## config.mk

```make
export PLATFORM = sky130hd
export DESIGN_NAME = heap_block_allocator_unit
export DESIGN_NICKNAME = d
export VERILOG_FILES = /design/src/rtl/hba_pkg.sv /design/src/rtl/hba_ram.sv /design/src/rtl/heap_block_allocator_unit.sv
export SDC_FILE = /design/constraint.sdc
export NUM_CORES = 2
export LEC_CHECK = 0
export ABC_AREA = 0
export BUFFER_PORTS_ARGS = -buffer_cell sky130_fd_sc_hd__buf_2
export CORE_MARGIN = 3
export CORE_UTILIZATION = 33
export CTS_BUF_LIST = sky130_fd_sc_hd__clkbuf_2
export DETAILED_ROUTE_END_ITERATION = 8
export GPL_TIMING_DRIVEN = 0
export PLACE_DENSITY = 0.54
export SLEW_MARGIN = 10
export SYNTH_ARGS = -nofsm -noshare
export SYNTH_HDL_FRONTEND = slang
export SYNTH_SLANG_ARGS = --single-unit
export TNS_END_PERCENT = 100
```

## constraint.sdc

```tcl
create_clock -name i_clk -period 15.8 [get_ports i_clk]
set_input_delay 3.16 -clock i_clk [delete_from_list [all_inputs] [get_ports i_clk]]
set_output_delay 3.16 -clock i_clk [all_outputs]
set_load 0.03 [all_outputs]
```

## src/rtl/hba_pkg.sv

```systemverilog
// Shared types, codes and helpers for the heap block allocator.
package hba_pkg;

    // One block table entry
    typedef struct packed {
        logic [15:0] base;
        logic [16:0] len;
        logic        free;
    } t_blk;

    typedef logic [2:0] t_status;

    localparam t_status ST_OK      = 3'd0;
    localparam t_status ST_ZERO    = 3'd1;
    localparam t_status ST_NOSPACE = 3'd2;
    localparam t_status ST_FULL    = 3'd3;
    localparam t_status ST_BADREL  = 3'd4;

    localparam logic [1:0] FIT_FIRST = 2'd0;
    localparam logic [1:0] FIT_BEST  = 2'd1;
    localparam logic [1:0] FIT_WORST = 2'd2;
    localparam logic [1:0] FIT_NEXT  = 2'd3;

    localparam logic [1:0] CFG_FIT_MODE   = 2'd0;
    localparam logic [1:0] CFG_HEAP_LIMIT = 2'd1;
    localparam logic [1:0] CFG_HEADER     = 2'd2;

    localparam logic [16:0] LEN_MAX = 17'h1FFFF;

    // Add two lengths and a header, saturate at the length range
    function automatic logic [16:0] sat_sum(input logic [16:0] a, input logic [6:0] h,
                                            input logic [16:0] b);
        logic [18:0] s;
        s = {2'b00, a} + {12'd0, h} + {2'b00, b};
        return (s > {2'b00, LEN_MAX}) ? LEN_MAX : s[16:0];
    endfunction

endpackage

```

## src/rtl/hba_ram.sv

```systemverilog
// Block table memory: one write port, one registered read port.
module hba_ram
    import hba_pkg::*;
#(
    parameter int DEPTH = 64,
    parameter int AW    = 6
) (
    input  logic          i_clk,
    input  logic          i_we,
    input  logic [AW-1:0] i_waddr,
    input  t_blk          i_wdata,
    input  logic [AW-1:0] i_raddr,
    output t_blk          o_rdata
);

    t_blk mem [DEPTH];

    // Write one entry
    always_ff @(posedge i_clk) begin
        if (i_we) begin
            mem[i_waddr] <= i_wdata;
        end
    end

    // Registered read: the entry appears on o_rdata in the cycle after its address
    always_ff @(posedge i_clk) begin
        o_rdata <= mem[i_raddr];
    end

endmodule

```

## src/rtl/heap_block_allocator_unit.sv

```systemverilog
// Heap block allocator: fit search, split, growth and coalescing release.
//
//  channel  | ports                                  | handshake
//  ---------+----------------------------------------+---------------------------
//  request  | i_func, i_req_size, i_release_addr     | start high, busy low
//  result   | o_data_addr, o_status                  | o_valid, one cycle
//  config   | i_cfg_we, i_cfg_idx, i_cfg_data        | write when i_cfg_we high
//
// An item scans the block table once through the memory read port, one entry
// a cycle, then a split shifts the upper entries up and a merge shifts them down,
// each moved entry read and then written back through the single write port.
// Reset is synchronous; the table needs no clearing, the count, top and cursor are reset.
// The receiver cannot stall; one result follows each item.
module heap_block_allocator_unit
    import hba_pkg::*;
#(
    parameter int MAX_BLOCKS  = 64,
    parameter int ARENA_BYTES = 65536
) (
    input  logic        i_clk,
    input  logic        i_rst_n,
    input  logic        start,
    output logic        busy,
    input  logic        i_func,
    input  logic [15:0] i_req_size,
    input  logic [15:0] i_release_addr,
    output logic        o_valid,
    output logic [15:0] o_data_addr,
    output logic [2:0]  o_status,
    input  logic        i_cfg_we,
    input  logic [1:0]  i_cfg_idx,
    input  logic [16:0] i_cfg_data
);

    localparam int IW = (MAX_BLOCKS > 1) ? $clog2(MAX_BLOCKS) : 1;
    localparam int CW = $clog2(MAX_BLOCKS + 1);
    localparam int LIM_CAP = (ARENA_BYTES < 65536) ? ARENA_BYTES : 65536;
    localparam logic [16:0] LIM = LIM_CAP[16:0];
    localparam logic [CW-1:0] MAXC = MAX_BLOCKS[CW-1:0];

    typedef enum logic [3:0] {
        S_IDLE, S_SCAN, S_DECIDE, S_GROW, S_SHUP, S_SHUP_WR, S_SPLIT_WR,
        S_WRP, S_REL_RD, S_REL_CHK, S_SHDN, S_SHDN_WR
    } t_state;

    t_state r_state;

    // Configuration
    logic [1:0]  r_fit_mode;
    logic [16:0] r_heap_limit;
    logic [6:0]  r_hdr;

    // Table control state
    logic [CW-1:0] r_count;
    logic [16:0]   r_top;
    logic [IW-1:0] r_cursor;

    // Item registers
    logic        r_func;
    logic [16:0] r_size;
    logic [15:0] r_addr;

    // Scan pipeline
    logic [CW-1:0] r_iss;
    logic          r_dv;
    logic [IW-1:0] r_didx;

    // Fit trackers
    logic          r_ff_found, r_nf_found, r_bw_found;
    logic [IW-1:0] r_ff_idx, r_nf_idx, r_bw_idx;
    logic [15:0]   r_ff_base, r_nf_base, r_bw_base;
    logic [16:0]   r_ff_len, r_nf_len, r_bw_len;

    // Chosen block
    logic [IW-1:0] r_p_idx;
    logic [15:0]   r_p_base;
    logic [16:0]   r_p_len;

    // Release match and left neighbor
    logic          r_found;
    logic [16:0]   r_l_len;
    logic [15:0]   r_l_base;
    logic          r_l_free;
    logic          r_has_r;

    // Shift loop
    logic [CW-1:0] r_sh;
    logic [1:0]    r_d;

    // Memory ports
    logic          ram_we;
    logic [IW-1:0] ram_waddr, ram_raddr;
    t_blk          ram_wdata, ram_rdata;

    hba_ram #(.DEPTH(MAX_BLOCKS), .AW(IW)) u_ram (
        .i_clk   (i_clk),
        .i_we    (ram_we),
        .i_waddr (ram_waddr),
        .i_wdata (ram_wdata),
        .i_raddr (ram_raddr),
        .o_rdata (ram_rdata)
    );

    assign busy = (r_state != S_IDLE);

    logic        accept;
    logic [16:0] req_rnd;
    assign accept  = start && !busy;
    assign req_rnd = {1'b0, i_req_size} + 17'd3;

    // Scan-time fit test
    logic fit;
    assign fit = ram_rdata.free && (ram_rdata.len >= r_size);

    // Pick selection
    logic          pick_found;
    logic [IW-1:0] pick_idx;
    logic [15:0]   pick_base;
    logic [16:0]   pick_len;
    logic          cur_in;
    assign cur_in = ({{(CW-IW){1'b0}}, r_cursor} < r_count);

    always_comb begin
        if (r_fit_mode == FIT_BEST || r_fit_mode == FIT_WORST) begin
            pick_found = r_bw_found;
            pick_idx   = r_bw_idx;
            pick_base  = r_bw_base;
            pick_len   = r_bw_len;
        end else if (r_fit_mode == FIT_NEXT && cur_in && r_nf_found) begin
            pick_found = 1'b1;
            pick_idx   = r_nf_idx;
            pick_base  = r_nf_base;
            pick_len   = r_nf_len;
        end else begin
            pick_found = r_ff_found;
            pick_idx   = r_ff_idx;
            pick_base  = r_ff_base;
            pick_len   = r_ff_len;
        end
    end

    logic [17:0] need;
    logic        do_split;
    logic [17:0] grow_end;
    assign need     = {1'b0, r_size} + {11'd0, r_hdr};
    assign do_split = ({1'b0, pick_len} > need) && (r_count < MAXC);
    assign grow_end = {1'b0, r_top} + need;

    // Release merge arithmetic
    logic [CW-1:0] m_next;
    logic          rf, lf;
    logic [16:0]   inner_len, left_len;
    logic [IW-1:0] c1, c2;
    assign m_next    = {{(CW-IW){1'b0}}, r_p_idx} + {{(CW-1){1'b0}}, 1'b1};
    assign rf        = r_has_r && ram_rdata.free;
    assign lf        = (r_p_idx != '0) && r_l_free;
    assign inner_len = rf ? sat_sum(r_p_len, r_hdr, ram_rdata.len) : r_p_len;
    assign left_len  = sat_sum(r_l_len, r_hdr, inner_len);
    assign c1 = (rf && ({{(CW-IW){1'b0}}, r_cursor} > m_next)) ? r_cursor - 1'b1 : r_cursor;
    assign c2 = (lf && (c1 > r_p_idx)) ? c1 - 1'b1 : c1;

    logic [CW-1:0] sh_src;
    assign sh_src = r_sh + {{(CW-2){1'b0}}, r_d};

    // Memory port drive
    always_comb begin
        ram_we    = 1'b0;
        ram_waddr = r_p_idx;
        ram_wdata = '{base: r_p_base, len: r_p_len, free: 1'b0};
        ram_raddr = r_iss[IW-1:0];
        case (r_state)
            S_GROW: begin
                ram_we    = 1'b1;
                ram_waddr = r_count[IW-1:0];
                ram_wdata = '{base: grow_end[15:0] - r_size[15:0], len: r_size, free: 1'b0};
            end
            S_SHUP: begin
                ram_raddr = r_sh[IW-1:0] - 1'b1;
            end
            S_SHUP_WR: begin
                ram_we    = 1'b1;
                ram_waddr = r_sh[IW-1:0];
                ram_wdata = ram_rdata;
            end
            S_SPLIT_WR: begin
                ram_we    = 1'b1;
                ram_waddr = r_p_idx + 1'b1;
                ram_wdata = '{base: r_p_base + need[15:0],
                              len: r_p_len - need[16:0], free: 1'b1};
            end
            S_WRP: begin
                ram_we = 1'b1;
            end
            S_REL_RD: begin
                ram_raddr = r_p_idx + 1'b1;
            end
            S_REL_CHK: begin
                ram_we = 1'b1;
                if (lf) begin
                    ram_waddr = r_p_idx - 1'b1;
                    ram_wdata = '{base: r_l_base, len: left_len, free: 1'b1};
                end else begin
                    ram_wdata = '{base: r_p_base, len: inner_len, free: 1'b1};
                end
            end
            S_SHDN: begin
                ram_raddr = sh_src[IW-1:0];
            end
            S_SHDN_WR: begin
                ram_we    = 1'b1;
                ram_waddr = r_sh[IW-1:0];
                ram_wdata = ram_rdata;
            end
            default: ;
        endcase
    end

    // Configuration writes
    always_ff @(posedge i_clk) begin
        if (!i_rst_n) begin
            r_fit_mode   <= FIT_FIRST;
            r_heap_limit <= 17'h10000;
            r_hdr        <= 7'd24;
        end else if (i_cfg_we) begin
            case (i_cfg_idx)
                CFG_FIT_MODE:   r_fit_mode   <= i_cfg_data[1:0];
                CFG_HEAP_LIMIT: r_heap_limit <= i_cfg_data;
                CFG_HEADER:     r_hdr        <= i_cfg_data[6:0];
                default: ;
            endcase
        end
    end

    // Sequencer
    always_ff @(posedge i_clk) begin
        if (!i_rst_n) begin
            r_state    <= S_IDLE;
            r_count    <= '0;
            r_top      <= '0;
            r_cursor   <= '0;
            o_valid    <= 1'b0;
            r_dv       <= 1'b0;
            r_found    <= 1'b0;
            r_ff_found <= 1'b0;
            r_nf_found <= 1'b0;
            r_bw_found <= 1'b0;
        end else begin
            o_valid <= 1'b0;
            case (r_state)
                S_IDLE: begin
                    if (accept) begin
                        r_func     <= i_func;
                        r_size     <= {req_rnd[16:2], 2'b00};
                        r_addr     <= i_release_addr;
                        r_iss      <= '0;
                        r_dv       <= 1'b0;
                        r_found    <= 1'b0;
                        r_l_free   <= 1'b0;
                        r_ff_found <= 1'b0;
                        r_nf_found <= 1'b0;
                        r_bw_found <= 1'b0;
                        if (!i_func && i_req_size == 16'd0) begin
                            o_valid     <= 1'b1;
                            o_status    <= ST_ZERO;
                            o_data_addr <= '0;
                        end else begin
                            r_state <= S_SCAN;
                        end
                    end
                end
                S_SCAN: begin
                    // Issue the next read, then fold in the arriving entry
                    if (r_iss < r_count) begin
                        r_iss  <= r_iss + 1'b1;
                        r_dv   <= 1'b1;
                        r_didx <= r_iss[IW-1:0];
                    end else begin
                        r_dv <= 1'b0;
                        if (!r_dv) begin
                            r_state <= S_DECIDE;
                        end
                    end
                    if (r_dv) begin
                        if (!r_func) begin
                            if (fit && !r_ff_found) begin
                                r_ff_found <= 1'b1;
                                r_ff_idx   <= r_didx;
                                r_ff_base  <= ram_rdata.base;
                                r_ff_len   <= ram_rdata.len;
                            end
                            if (fit && !r_nf_found && r_didx >= r_cursor) begin
                                r_nf_found <= 1'b1;
                                r_nf_idx   <= r_didx;
                                r_nf_base  <= ram_rdata.base;
                                r_nf_len   <= ram_rdata.len;
                            end
                            if (fit && (!r_bw_found ||
                                (r_fit_mode == FIT_BEST && ram_rdata.len < r_bw_len) ||
                                (r_fit_mode == FIT_WORST && ram_rdata.len > r_bw_len))) begin
                                r_bw_found <= 1'b1;
                                r_bw_idx   <= r_didx;
                                r_bw_base  <= ram_rdata.base;
                                r_bw_len   <= ram_rdata.len;
                            end
                        end else if (!r_found) begin
                            if (ram_rdata.base == r_addr && !ram_rdata.free) begin
                                r_found  <= 1'b1;
                                r_p_idx  <= r_didx;
                                r_p_base <= ram_rdata.base;
                                r_p_len  <= ram_rdata.len;
                            end else begin
                                r_l_free <= ram_rdata.free;
                                r_l_len  <= ram_rdata.len;
                                r_l_base <= ram_rdata.base;
                            end
                        end
                    end
                end
                S_DECIDE: begin
                    o_data_addr <= '0;
                    if (r_func) begin
                        if (!r_found) begin
                            o_valid  <= 1'b1;
                            o_status <= ST_BADREL;
                            r_state  <= S_IDLE;
                        end else begin
                            r_has_r <= (m_next < r_count);
                            r_state <= S_REL_RD;
                        end
                    end else if (pick_found) begin
                        r_p_idx  <= pick_idx;
                        r_p_base <= pick_base;
                        r_p_len  <= pick_len;
                        r_sh     <= r_count;
                        r_state  <= do_split ? S_SHUP : S_WRP;
                    end else if (r_count >= MAXC) begin
                        o_valid  <= 1'b1;
                        o_status <= ST_FULL;
                        r_state  <= S_IDLE;
                    end else if (grow_end > {1'b0, LIM} ||
                                 grow_end > {1'b0, r_heap_limit}) begin
                        o_valid  <= 1'b1;
                        o_status <= ST_NOSPACE;
                        r_state  <= S_IDLE;
                    end else begin
                        r_state <= S_GROW;
                    end
                end
                S_GROW: begin
                    r_count     <= r_count + 1'b1;
                    r_top       <= grow_end[16:0];
                    r_cursor    <= r_count[IW-1:0];
                    o_valid     <= 1'b1;
                    o_status    <= ST_OK;
                    o_data_addr <= grow_end[15:0] - r_size[15:0];
                    r_state     <= S_IDLE;
                end
                S_SHUP: begin
                    // Move entries above the split point up by one
                    r_state <= (r_sh > m_next) ? S_SHUP_WR : S_SPLIT_WR;
                end
                S_SHUP_WR: begin
                    r_sh    <= r_sh - 1'b1;
                    r_state <= S_SHUP;
                end
                S_SPLIT_WR: begin
                    r_count <= r_count + 1'b1;
                    r_p_len <= r_size;
                    r_state <= S_WRP;
                end
                S_WRP: begin
                    r_cursor    <= r_p_idx;
                    o_valid     <= 1'b1;
                    o_status    <= ST_OK;
                    o_data_addr <= r_p_base;
                    r_state     <= S_IDLE;
                end
                S_REL_RD: begin
                    r_state <= S_REL_CHK;
                end
                S_REL_CHK: begin
                    r_cursor <= c2;
                    r_d      <= {1'b0, rf} + {1'b0, lf};
                    r_sh     <= lf ? {{(CW-IW){1'b0}}, r_p_idx} : m_next;
                    r_state  <= S_SHDN;
                end
                S_SHDN: begin
                    // Close the gap left by merged entries
                    if (sh_src < r_count) begin
                        r_state <= S_SHDN_WR;
                    end else begin
                        r_count  <= r_count - {{(CW-2){1'b0}}, r_d};
                        o_valid  <= 1'b1;
                        o_status <= ST_OK;
                        r_state  <= S_IDLE;
                    end
                end
                S_SHDN_WR: begin
                    r_sh    <= r_sh + 1'b1;
                    r_state <= S_SHDN;
                end
                default: r_state <= S_IDLE;
            endcase
        end
    end

`ifndef ASSERT_OFF
    a_count_range: assert property (@(posedge i_clk) disable iff (!i_rst_n)
        r_count <= MAXC) else $error("block count beyond table depth");

    a_accept_busy: assert property (@(posedge i_clk) disable iff (!i_rst_n)
        accept && !(!i_func && i_req_size == 16'd0) |=> busy)
        else $error("accepted item did not occupy the sequencer");

    a_fail_zero: assert property (@(posedge i_clk) disable iff (!i_rst_n)
        o_valid && o_status != ST_OK |-> o_data_addr == 16'd0)
        else $error("failed item returned a nonzero address");

    a_top_grow: assert property (@(posedge i_clk) disable iff (!i_rst_n)
        r_top != $past(r_top) |-> r_top > $past(r_top))
        else $error("heap top shrank");
`endif

endmodule
```

==> results.cfg <==
[synth]
synthFlopType = edfxtp_1
syn-num-nets = 6708
post_synth_num_cell_types = 97
avgSynthCellArea_sq_um = 16.9
ys_async_sr_fraction_pct = 0
synth-warning-count = 0
synth-edff-count = 2440
yosysSeqAreaShare_pct = 69.8
synth_area_sq_mm = 0.108
syn-instance-count = 6372
ys_seq_elements = 2540

[sta]
finalCritPeriodShare_pct = 66.0
rsz0062_at_grt = false
max_freq_ghz = 0.0960
skew_ps = 232
setup_violations = 0
finalHoldViolations = 0
slew_violations = 0
period_minus_slack_ps = 10420
slew-limit-headroom_pct = 4.06
setup_tns_ps = 0
worst_slew_pin_slew_ps = 1440

[setup_path]
r2r_end = u_ram.mem[24][14]
r2r_start = r_hdr[1]
critPathBufInv = 9
max_stage_delay_ps = 690
crit_path_end_kind = flip-flop
crit_type = flip-flop to flip-flop
crit_slowest_cell = dfxtp_1
cp.arrival_ps = 11900
start_kind = flip-flop
worst-path-max-fanout = 12
r2r_slack_ps = 5380
rr_worst_depth = 35
required_ps = 17280
cp_top_family = compound AO/OA/AOI/OAI gates

[global_routing]
grt.overflow.total = 0
grtUsageTotal_pct = 19.9
grt_max_degree = 65
grt_pass1_wl_mm = 475
first_global_vias = 64900
antenna_found_initial = 27

[detailed_routing]
routed_wl_mm = 339
drt_iter0_markers = 7322
antenna_left = 0
drtPass1Iterations = 9
wl_per_cell_um = 28.1
vias_per_cell = 5.33
drc_errors = 0
num_vias = 64200

[run]
drv_cap = 0

[clock_tree]
clockBufferDepth = 4
clk_latency_ps = 1770
root_buffer = clkbuf_2
cts_setup_buffers = 0
ctsHoldBuffers = 0
cts_tree = yes
cts_sinks = 2540
numCtsBuffers = 646
cts_resized = 0
htree_levels = 6
clkTransAtPathRegs_ps = 100

[power]
pwr-share-seq_pct = 55.1
clkPwrFrac_pct = 33.1
p_leak_nw = 41.5
comb_power_share_pct = 11.9
p_per_area_mw_per_mm2 = 111
power_mw = 13.7
netSwitchingFraction_pct = 28.1
p_switching_mw = 3.85
p_int_mw = 9.84
ir_drop_v = 0.0000622

[worst_hold_path]
whs_path_depth = 2
hold_path_class = flip-flop to flip-flop
hold_start = r_top[0]
holdPathEnd = r_top[0]

[floorplan]
start_util_pct = 33.2
die_x_um = 578
ios = 77
row_count = 209
core_sq_mm = 0.325
die_area_sq_mm = 0.334
die_h_um = 578

[place]
io_buffers = 76
dp.final_hpwl_mm = 239
place_congestion = 0.954

[outcome]
status = complete, no violations

[cells_and_area]
layout_commonest_cell = edfxtp_1
drive_above_1_share_pct = 26.3
area_growth_pct = 14.5
nets = 7611
final_cell_mix = edfxtp_1, clkbuf_2, mux4_2
-- sequential cells by signal, indices dropped and copies added, names as in the netlist, 7 cells and up --
register       cells
o_data_addr       16
r_addr            16
r_bw_base         16
r_bw_len          17
r_count            7
r_ff_base         16
r_ff_len          17
r_hdr              7
r_heap_limit      17
r_iss              7
r_l_base          16
r_l_len           17
r_nf_base         16
r_nf_len          17
r_p_base          16
r_p_len           17
r_sh               7
r_size            15
r_top             17
u_ram.mem       2176
u_ram.o_rdata     34
-- logic make-up (layout without fill, tap and decap cells) --
group	count (synthesis)	in the layout	share of synthesized area (%)
AOI/OAI and AO/OA	817	817	5.09
adders and majority gates	280	280	3.41
and+or+nand+nor	1408	1408	5.66
buffers and inverters	467	1795	1.94
other	0	22	0
DFF	2540	2540	69.8
xor gates and xnor gates	161	161	1.32
muxes	699	699	12.8
-- power by group through the flow --
| stage | clock [mW] | sequential [mW] | combinational [mW] |
|---|---|---|---|
| finish | 4.53 | 7.54 | 1.63 |
| global route | 5.00 | 7.54 | 1.73 |
| global placement | 0 | 7.71 | 1.54 |
| CTS | 4.66 | 7.54 | 1.62 |
| detailed placement | 0 | 7.69 | 1.61 |
| floorplan | 0 | 7.62 | 0.977 |
-- cells in the mapped netlist (all sizes together), types with 17 or more instances --
cell    instances  area (sq um)
o21a           27           203
o221ai         51           447
nor2b          34           213
o21ai         183           916
mux4          544         12300
a21o           61           458
a32oi          34           298
xnor2          99           867
clkbuf        184           691
mux2i         154          1540
nand3         144           726
nor3           45           230
buf           116           771
xor2           61           534
edfxtp       2440         73300
a221oi         21           184
ha            256          3200
a21oi         221          1110
nand2b         24           150
fa             24           480
inv           165           622
and3           27           169
nand4          54           338
dfxtp         100          2000
a211oi         17           133
nor2          477          1790
o211ai         18           145
a31oi          19           125
nand2         536          2010
a221o          26           260
-- worst register-to-register path: cells and delay by family, from the launching register on --
family	cells	cell delay (ps)
flops	1	690
buf+inv	9	2340
compound gates	17	4030
fa+ha+maj	6	2430
simple gates	3	620
-- metal layers --
metal | part of all wire (%) | track usage, % | vias up
li1 | - | - | 27500
met1 | 41 | 27.0 | 33100
met2 | 46 | 31.0 | 2933
met3 | 8.3 | 4.40 | 606
met4 | 4.1 | 8.11 | 12
met5 | 0.025 | 0 | -
-- area by class of cell --
class	count	area [sq um]
Fill cell	30500	201000
Sequential cell	2540	75300
Multi-Input combinational cell	3365	31400
Tap cell	4325	5410
Clock buffer	919	4600
Timing Repair Buffer	255	3490
Buffer	300	1470
Clock inverter	154	1140
Inverter	167	629
Antenna cell	22	55.1
-- through the flow --
step	hold slack [ps]	utilization, %	cells	area, sq um	setup WS [ps]
finish	467	38.0	12000	123000	5380
global route	491	38.0	12000	123000	4980
CTS	468	38.0	12000	123000	5610
detailed placement	453	36.2	10900	118000	5750
global placement	449	35.0	10800	114000	-1470
floorplan	436	-	6372	108000	5960
-- worst max-delay path by stage --
stage                     startpoint                end  depth (start not counted)
after floorplan             r_hdr[1]   u_ram.mem[0][15]                         29
after global placement      r_hdr[1]  u_ram.mem[28][15]                         29
after detailed placement    r_hdr[1]  u_ram.mem[29][14]                         35
after CTS                   r_hdr[1]  u_ram.mem[24][14]                         35
after global routing        r_hdr[1]  u_ram.mem[24][14]                         35
final                       r_hdr[1]  u_ram.mem[24][14]                         35
No activity file was read; power rests on OpenSTA's default activity.
